[src/design/sha256_pkg.sv]
// Package with SHA-256 payload types, constant tables and round functions.
package sha256_pkg;

    typedef struct packed {
        logic       op;
        logic [7:0] data_byte;
    } sha_in_t;

    typedef struct packed {
        logic [31:0] digest_word;
        logic        last_word;
    } sha_out_t;

    localparam logic OP_BYTE   = 1'b0;
    localparam logic OP_FINISH = 1'b1;

    localparam logic [7:0] PAD_BYTE = 8'h80;

    function automatic logic [31:0] round_k(input logic [5:0] t);
        logic [31:0] k;
        begin
            unique case (t)
                6'd0:  k = 32'h428a2f98; 6'd1:  k = 32'h71374491;
                6'd2:  k = 32'hb5c0fbcf; 6'd3:  k = 32'he9b5dba5;
                6'd4:  k = 32'h3956c25b; 6'd5:  k = 32'h59f111f1;
                6'd6:  k = 32'h923f82a4; 6'd7:  k = 32'hab1c5ed5;
                6'd8:  k = 32'hd807aa98; 6'd9:  k = 32'h12835b01;
                6'd10: k = 32'h243185be; 6'd11: k = 32'h550c7dc3;
                6'd12: k = 32'h72be5d74; 6'd13: k = 32'h80deb1fe;
                6'd14: k = 32'h9bdc06a7; 6'd15: k = 32'hc19bf174;
                6'd16: k = 32'he49b69c1; 6'd17: k = 32'hefbe4786;
                6'd18: k = 32'h0fc19dc6; 6'd19: k = 32'h240ca1cc;
                6'd20: k = 32'h2de92c6f; 6'd21: k = 32'h4a7484aa;
                6'd22: k = 32'h5cb0a9dc; 6'd23: k = 32'h76f988da;
                6'd24: k = 32'h983e5152; 6'd25: k = 32'ha831c66d;
                6'd26: k = 32'hb00327c8; 6'd27: k = 32'hbf597fc7;
                6'd28: k = 32'hc6e00bf3; 6'd29: k = 32'hd5a79147;
                6'd30: k = 32'h06ca6351; 6'd31: k = 32'h14292967;
                6'd32: k = 32'h27b70a85; 6'd33: k = 32'h2e1b2138;
                6'd34: k = 32'h4d2c6dfc; 6'd35: k = 32'h53380d13;
                6'd36: k = 32'h650a7354; 6'd37: k = 32'h766a0abb;
                6'd38: k = 32'h81c2c92e; 6'd39: k = 32'h92722c85;
                6'd40: k = 32'ha2bfe8a1; 6'd41: k = 32'ha81a664b;
                6'd42: k = 32'hc24b8b70; 6'd43: k = 32'hc76c51a3;
                6'd44: k = 32'hd192e819; 6'd45: k = 32'hd6990624;
                6'd46: k = 32'hf40e3585; 6'd47: k = 32'h106aa070;
                6'd48: k = 32'h19a4c116; 6'd49: k = 32'h1e376c08;
                6'd50: k = 32'h2748774c; 6'd51: k = 32'h34b0bcb5;
                6'd52: k = 32'h391c0cb3; 6'd53: k = 32'h4ed8aa4a;
                6'd54: k = 32'h5b9cca4f; 6'd55: k = 32'h682e6ff3;
                6'd56: k = 32'h748f82ee; 6'd57: k = 32'h78a5636f;
                6'd58: k = 32'h84c87814; 6'd59: k = 32'h8cc70208;
                6'd60: k = 32'h90befffa; 6'd61: k = 32'ha4506ceb;
                6'd62: k = 32'hbef9a3f7; 6'd63: k = 32'hc67178f2;
                default: k = 32'h0;
            endcase
            return k;
        end
    endfunction

    function automatic logic [31:0] initial_h(input logic [2:0] i);
        logic [31:0] h;
        begin
            unique case (i)
                3'd0: h = 32'h6a09e667; 3'd1: h = 32'hbb67ae85;
                3'd2: h = 32'h3c6ef372; 3'd3: h = 32'ha54ff53a;
                3'd4: h = 32'h510e527f; 3'd5: h = 32'h9b05688c;
                3'd6: h = 32'h1f83d9ab; 3'd7: h = 32'h5be0cd19;
                default: h = 32'h0;
            endcase
            return h;
        end
    endfunction

    function automatic logic [31:0] rotr(input logic [31:0] x, input int n);
        return (x >> n) | (x << (32 - n));
    endfunction

    function automatic logic [31:0] sig_small0(input logic [31:0] x);
        return rotr(x, 7) ^ rotr(x, 18) ^ (x >> 3);
    endfunction

    function automatic logic [31:0] sig_small1(input logic [31:0] x);
        return rotr(x, 17) ^ rotr(x, 19) ^ (x >> 10);
    endfunction

    function automatic logic [31:0] sig_big0(input logic [31:0] x);
        return rotr(x, 2) ^ rotr(x, 13) ^ rotr(x, 22);
    endfunction

    function automatic logic [31:0] sig_big1(input logic [31:0] x);
        return rotr(x, 6) ^ rotr(x, 11) ^ rotr(x, 25);
    endfunction

endpackage

[src/design/sha256_byte_stream_hasher.sv]
// SHA-256 hasher that takes a byte stream and returns the digest as eight words.
//
//   channel | direction | payload    | handshake
//   s_      | in        | sha_in_t   | s_valid / s_ready
//   m_      | out       | sha_out_t  | m_valid / m_ready
//
// A byte that does not complete a block is stored and the hasher stays ready. A
// byte that completes a block starts a load of the working words, 64 rounds of
// the one shared round datapath and a fold of the working words into the hash.
// A finish pads the buffer one byte per cycle, runs one or two compressions and
// then offers eight digest words, one per cycle while m_ready is high.
// Reset (aresetn low at a clock edge) restores the initial hash values and clears
// the fill count and length; the block buffer needs no clearing.
module sha256_byte_stream_hasher
    import sha256_pkg::*;
(
    input  logic     aclk,
    input  logic     aresetn,
    input  logic     s_valid,
    output logic     s_ready,
    input  sha_in_t  s_data,
    output logic     m_valid,
    input  logic     m_ready,
    output sha_out_t m_data
);

    typedef enum logic [5:0] {
        ST_IDLE  = 6'b000001,
        ST_PAD   = 6'b000010,
        ST_LOAD  = 6'b000100,
        ST_ROUND = 6'b001000,
        ST_FOLD  = 6'b010000,
        ST_EMIT  = 6'b100000
    } state_t;

    state_t state_reg, state_next;

    logic [31:0] buf_mem [16];
    logic [5:0]  fill_reg;
    logic [63:0] len_reg;
    logic [31:0] h_reg [8];
    logic [31:0] v_reg [8];
    logic [31:0] w_reg [16];
    logic [5:0]  round_reg;
    logic        finishing_reg;   // this compression belongs to a finish
    logic        len_written_reg; // the padded block with the length has been built
    logic        len_block_reg;   // the block being padded carries the length
    logic [2:0]  emit_idx_reg;

    logic        in_fire;
    logic        pad_wr;
    logic [7:0]  pad_byte;
    logic [4:0]  lane_lsb;
    logic [31:0] w_new, t1, t2;
    logic [31:0] w_buf;

    assign s_ready = (state_reg == ST_IDLE);
    assign in_fire = s_valid && s_ready;
    assign m_valid = (state_reg == ST_EMIT);
    assign m_data.digest_word = h_reg[emit_idx_reg];
    assign m_data.last_word   = (emit_idx_reg == 3'd7);

    // Bytes past the pad marker are zero, the last eight carry the bit length.
    always_comb begin
        if (fill_reg >= 6'd56 && len_block_reg && finishing_reg) begin
            pad_byte = len_reg[8'(63 - 8 * (32'(fill_reg) - 56)) -: 8];
        end else begin
            pad_byte = 8'h00;
        end
    end

    // The buffer holds big-endian words, so the first byte of a word goes to the top lane.
    assign lane_lsb = {~fill_reg[1:0], 3'b000};

    // Message word for rounds 0..15 comes from the buffer, later ones from the window.
    assign w_buf = buf_mem[round_reg[3:0]];

    always_comb begin
        if (round_reg < 6'd16) begin
            w_new = w_buf;
        end else begin
            w_new = sig_small1(w_reg[4'(round_reg - 6'd2)]) + w_reg[4'(round_reg - 6'd7)]
                  + sig_small0(w_reg[4'(round_reg - 6'd15)]) + w_reg[round_reg[3:0]];
        end
        t1 = v_reg[7] + sig_big1(v_reg[4]) + ((v_reg[4] & v_reg[5]) ^ (~v_reg[4] & v_reg[6]))
           + round_k(round_reg) + w_new;
        t2 = sig_big0(v_reg[0])
           + ((v_reg[0] & v_reg[1]) ^ (v_reg[0] & v_reg[2]) ^ (v_reg[1] & v_reg[2]));
    end

    assign pad_wr = (state_reg == ST_PAD);

    always_ff @(posedge aclk) begin
        if (in_fire) begin
            buf_mem[fill_reg[5:2]][lane_lsb +: 8] <=
                (s_data.op == OP_BYTE) ? s_data.data_byte : PAD_BYTE;
        end else if (pad_wr) begin
            buf_mem[fill_reg[5:2]][lane_lsb +: 8] <= pad_byte;
        end
    end

    always_comb begin
        state_next = state_reg;
        unique case (state_reg)
            ST_IDLE: begin
                if (in_fire) begin
                    if (s_data.op == OP_FINISH || fill_reg == 6'd63) begin
                        state_next = (s_data.op == OP_FINISH && fill_reg != 6'd63)
                                   ? ST_PAD : ST_LOAD;
                    end
                end
            end
            ST_PAD:   state_next = (fill_reg == 6'd63) ? ST_LOAD : ST_PAD;
            ST_LOAD:  state_next = ST_ROUND;
            ST_ROUND: state_next = (round_reg == 6'd63) ? ST_FOLD : ST_ROUND;
            ST_FOLD: begin
                if (!finishing_reg) begin
                    state_next = ST_IDLE;
                end else if (len_written_reg) begin
                    state_next = ST_EMIT;
                end else begin
                    state_next = ST_PAD;
                end
            end
            ST_EMIT: begin
                if (m_ready && emit_idx_reg == 3'd7) begin
                    state_next = ST_IDLE;
                end
            end
            default: state_next = ST_IDLE;
        endcase
    end

    always_ff @(posedge aclk) begin
        if (!aresetn) begin
            state_reg       <= ST_IDLE;
            fill_reg        <= '0;
            len_reg         <= '0;
            round_reg       <= '0;
            finishing_reg   <= 1'b0;
            len_written_reg <= 1'b0;
            len_block_reg   <= 1'b0;
            emit_idx_reg    <= '0;
            for (int i = 0; i < 8; i++) begin
                h_reg[i] <= initial_h(3'(i));
            end
        end else begin
            state_reg <= state_next;
            unique case (state_reg)
                ST_IDLE: begin
                    if (in_fire) begin
                        fill_reg <= fill_reg + 6'd1;
                        if (s_data.op == OP_BYTE) begin
                            len_reg <= len_reg + 64'd8;
                        end else begin
                            finishing_reg   <= 1'b1;
                            len_written_reg <= 1'b0;
                            // The length fits behind the marker only if the marker lands
                            // before byte 56; otherwise a second block carries it.
                            len_block_reg   <= (fill_reg < 6'd56);
                        end
                    end
                end
                ST_PAD: begin
                    fill_reg <= fill_reg + 6'd1;
                    if (fill_reg == 6'd63 && len_block_reg && finishing_reg) begin
                        len_written_reg <= 1'b1;
                    end
                end
                ST_LOAD: begin
                    round_reg <= '0;
                    for (int i = 0; i < 8; i++) begin
                        v_reg[i] <= h_reg[i];
                    end
                end
                ST_ROUND: begin
                    w_reg[round_reg[3:0]] <= w_new;
                    for (int i = 1; i < 8; i++) begin
                        if (i != 4) begin
                            v_reg[i] <= v_reg[i - 1];
                        end
                    end
                    v_reg[4] <= v_reg[3] + t1;
                    v_reg[0] <= t1 + t2;
                    round_reg <= round_reg + 6'd1;
                end
                ST_FOLD: begin
                    for (int i = 0; i < 8; i++) begin
                        h_reg[i] <= h_reg[i] + v_reg[i];
                    end
                    if (finishing_reg && !len_written_reg) begin
                        len_block_reg <= 1'b1;
                    end
                end
                ST_EMIT: begin
                    if (m_ready) begin
                        emit_idx_reg <= emit_idx_reg + 3'd1;
                        if (emit_idx_reg == 3'd7) begin
                            for (int i = 0; i < 8; i++) begin
                                h_reg[i] <= initial_h(3'(i));
                            end
                            fill_reg      <= '0;
                            len_reg       <= '0;
                            finishing_reg <= 1'b0;
                        end
                    end
                end
                default: ;
            endcase
        end
    end

    a_ready_only_idle: assert property (@(posedge aclk) disable iff (!aresetn)
        s_ready |-> !m_valid)
        else $error("input ready while digest is offered");
    a_emit_steps: assert property (@(posedge aclk) disable iff (!aresetn)
        (m_valid && m_ready && !m_data.last_word) |=> m_valid)
        else $error("digest sequence broken");
    a_fold_after_round: assert property (@(posedge aclk) disable iff (!aresetn)
        (state_reg == ST_ROUND && round_reg == 6'd63) |=> state_reg == ST_FOLD)
        else $error("round count overrun");
    a_reset_after_last: assert property (@(posedge aclk) disable iff (!aresetn)
        (m_valid && m_ready && m_data.last_word) |=> (fill_reg == 6'd0 && len_reg == 64'd0))
        else $error("message state not cleared after digest");

endmodule

[config.mk]
export PLATFORM = sky130hd
export DESIGN_NAME = sha256_byte_stream_hasher
export DESIGN_NICKNAME = d
export VERILOG_FILES = /design/src/design/sha256_pkg.sv /design/src/design/sha256_byte_stream_hasher.sv
export SDC_FILE = /design/constraint.sdc
export NUM_CORES = 2
export LEC_CHECK = 0
export BUFFER_PORTS_ARGS = -buffer_cell sky130_fd_sc_hd__clkbuf_2
export CAP_MARGIN = 15
export CORE_MARGIN = 4
export CORE_UTILIZATION = 48
export CTS_CLUSTER_DIAMETER = 30
export CTS_CLUSTER_SIZE = 28
export DETAILED_ROUTE_END_ITERATION = 7
export SETUP_SLACK_MARGIN = 0.05
export SYNTH_ARGS = -nofsm -noshare
export SYNTH_HDL_FRONTEND = slang
export SYNTH_SLANG_ARGS = --single-unit
[constraint.sdc]
create_clock -name aclk -period 19.8 [get_ports aclk]
set_input_delay 1.98 -clock aclk [delete_from_list [all_inputs] [get_ports aclk]]
set_output_delay 1.98 -clock aclk [all_outputs]
set_load 0.03 [all_outputs]
==> results.cfg <==
[synth]
syn_nets = 8969
synth_edf_count = 1408
synth-seq-cells = 1660
yosysSeqAreaShare_pct = 46.4
syn_inst = 8358
synth.cell_area_um2 = 102000
synth_flop_cell = edfxtp_1
synth-async-reset-ratio_pct = 0
avgSynthCellArea_um2 = 12.2
yosysWarningCount = 0
yosysUniqueCellTypes = 90

[clocking]
root_buffer = clkbuf_16
insertion_delay_ns = 0.99
cts_tree = yes
cts_setup_buffers = 0
cts_made_buffers = 413
cts_resized = 0
cts.htree.levels = 5
ctsHoldBuffers = 0
cts_sinks = 1660
clk_pin_slew_ns = 0.05
cts_max_path_buffers = 4

[pwr]
clockPowerShare_pct = 48.2
ir_worst_vdd_v = 0.000124
intPower_mw = 9.82
combPwrFrac_pct = 23.4
seqPwrFrac_pct = 28.4
p_per_area_nw_per_um2 = 117
p_switching_mw = 4.10
leakagePower_nw = 43.4
switching_share_pct = 29.5

[sta]
rsz0062_at_grt = no
setup_violations = 0
slew_headroom_pct = 11.9
hold_viol = 0
tightest_slew_ns = 1.31
finalMaxSlewViolations = 0
fin_crit_sh_pct = 77.4
setup-tns-final_ns = 0
timing.final.crit_period_ns = 15.33
skew_ns = 0.0933
timing.final.ws_setup_ns = 4.47
fmax_ghz = 0.0652

[floorplan]
die_w_um = 469
core-area_um2 = 210000
ios = 48
num_rows = 168
initial_utilization_pct = 48.4
die_area_um2 = 220000
die_h_um = 469

[critical_path]
rr_startpoint = round_reg[1]
arrival_ns = 15.95
critPathLaunchType = flop
critPathRequiredTime_ns = 20.42
r2r_setup_slack_ns = 4.47
end_kind = flop
reg2regPathDepth = 49
startpoint = round_reg[1]
worst_path_max_delay_cell = buf_4
worst-path-max-fanout = 56
max_stage_delay_ns = 0.79
critPathKind = flop to flop
cpMostUsedCell = inv_1

[place]
gp_congestion = 0.983
numPortBuffers = 47
dpl.hpwl_mm = 228
place_ws_ns = 4.53

[detailed_routing]
firstDrtPassIters = 5
finalWirelength_mm = 329
antenna_left = 0
drtIter0Drc = 8709
wire_per_inst_um = 28.2
routed_via_density = 6.30
drcViolationCount = 0
vias = 73500

[worst_hold_path]
min_path_cells = 2
min-delay-start = emit_idx_reg[1]
hold_class = flop to flop

[flow_run]
maxCapViolCount = 0

[global_routing]
grt_pass1_vias = 72000
grtUsageTotal_pct = 29.8
overflow = 0
grt_pass1_wl_mm = 486
antenna_found_initial = 7
grt_max_degree = 137

[run_status]
status = finished clean

[finish]
mostFrequentLayoutCells = edfxtp_1, nand2_1, mux4_2, nor2_1, a21oi_1
drive_above_1_share_pct = 19.7
fillCellCount = 17000
final_common_cell = edfxtp_1
syn2layout_area_growth_pct = 17.2
fin_nets = 9126
## metrics by stage
step | util (%) | total power [mW] | hold WS, ns | cell area, um^2 | cells
finish | 56.8 | 13.9 | 0.469 | 119000 | 11700
CTS | 56.7 | 13.9 | 0.473 | 119000 | 11600
floorplan | - | 6.29 | 0.454 | 102000 | 8358
detailed placement | 50.1 | 7.18 | 0.462 | 105000 | 10900
global placement | 50.1 | 7.15 | 0.464 | 105000 | 10900
global route | 56.7 | 14.5 | 0.519 | 119000 | 11700
## cells in the mapped netlist (all sizes together), types with 45 or more instances
cell type | number | area [um^2]
edfxtp | 1408 | 42300
nand2 | 1124 | 4220
mux4 | 745 | 16800
nor2 | 516 | 1940
a21oi | 472 | 2370
inv | 430 | 1610
o21ai | 415 | 2080
ha | 403 | 5040
xnor2 | 383 | 3380
clkbuf | 350 | 1320
dfxtp | 252 | 5040
xor2 | 225 | 2000
a21o | 206 | 1550
fa | 195 | 3900
nand3 | 130 | 651
nor3 | 113 | 571
buf | 107 | 432
nor2b | 67 | 419
mux2 | 63 | 709
nand2b | 61 | 382
o211ai | 59 | 443
a211oi | 57 | 428
or3 | 49 | 307
and3 | 46 | 288
o21a | 45 | 338
o21bai | 45 | 338
## kinds of logic (layout without fill, tap and decap cells)
family          Yosys count  count (layout)  synth area share (%)
other cells               0               5                     0
xor+xnor                610             610                  5.32
flops                  1660            1660                  46.4
mux                     831             831                  17.4
buf+inv                 892            1386                  3.32
compound gates         1541            1541                  9.30
fa+ha+maj               603             603                  8.83
simple gates           2221            2221                  9.38
## cell type report
cell class | instances | area [um^2] | area share (%)
Multi-Input combinational cell | 5806 | 51500 | 43.1
Sequential cell | 1660 | 47400 | 39.7
Clock buffer | 500 | 11100 | 9.30
Tap cell | 2805 | 3510 | 2.94
Clock inverter | 252 | 2830 | 2.37
Inverter | 435 | 1640 | 1.37
Timing Repair Buffer | 199 | 1460 | 1.22
Antenna cell | 5 | 12.5 | 0.0105
## power by group through the flow
| stage | logic, mW | clock network, mW | registers [mW] |
|---|---|---|---|
| CTS | 3.21 | 6.78 | 3.95 |
| detailed placement | 3.17 | 0 | 4.02 |
| global route | 3.58 | 6.99 | 3.95 |
| floorplan | 2.29 | 0 | 4.00 |
| finish | 3.25 | 6.71 | 3.95 |
| global placement | 3.13 | 0 | 4.01 |
## layer usage
metal / up-vias / track usage (%) / part of all wire [%]
met1: 37000 / 44.1 / 43
li1: 31700 / - / -
met4: 6 / 9.35 / 3.2
met3: 595 / 7.53 / 10
met5: - / 0 / 0.039
met2: 4068 / 43.3 / 43
## critical path, delay by kind of cell (launching register included)
family | cells | cell delay, ns
compound gates | 18 | 5.04
fa+ha+maj | 11 | 5.00
buf+inv | 9 | 1.45
mux | 2 | 1.19
xor+xnor | 5 | 0.90
flops | 1 | 0.74
simple gates | 4 | 0.59
## path summary, 6_finish.rpt
kind,endpoint
hold reg to reg,flop
hold / removal,flop
setup reg to reg,v_reg[0][31]
setup / recovery,v_reg[0][31]
Note: power is estimated with default switching activity, not from simulation.
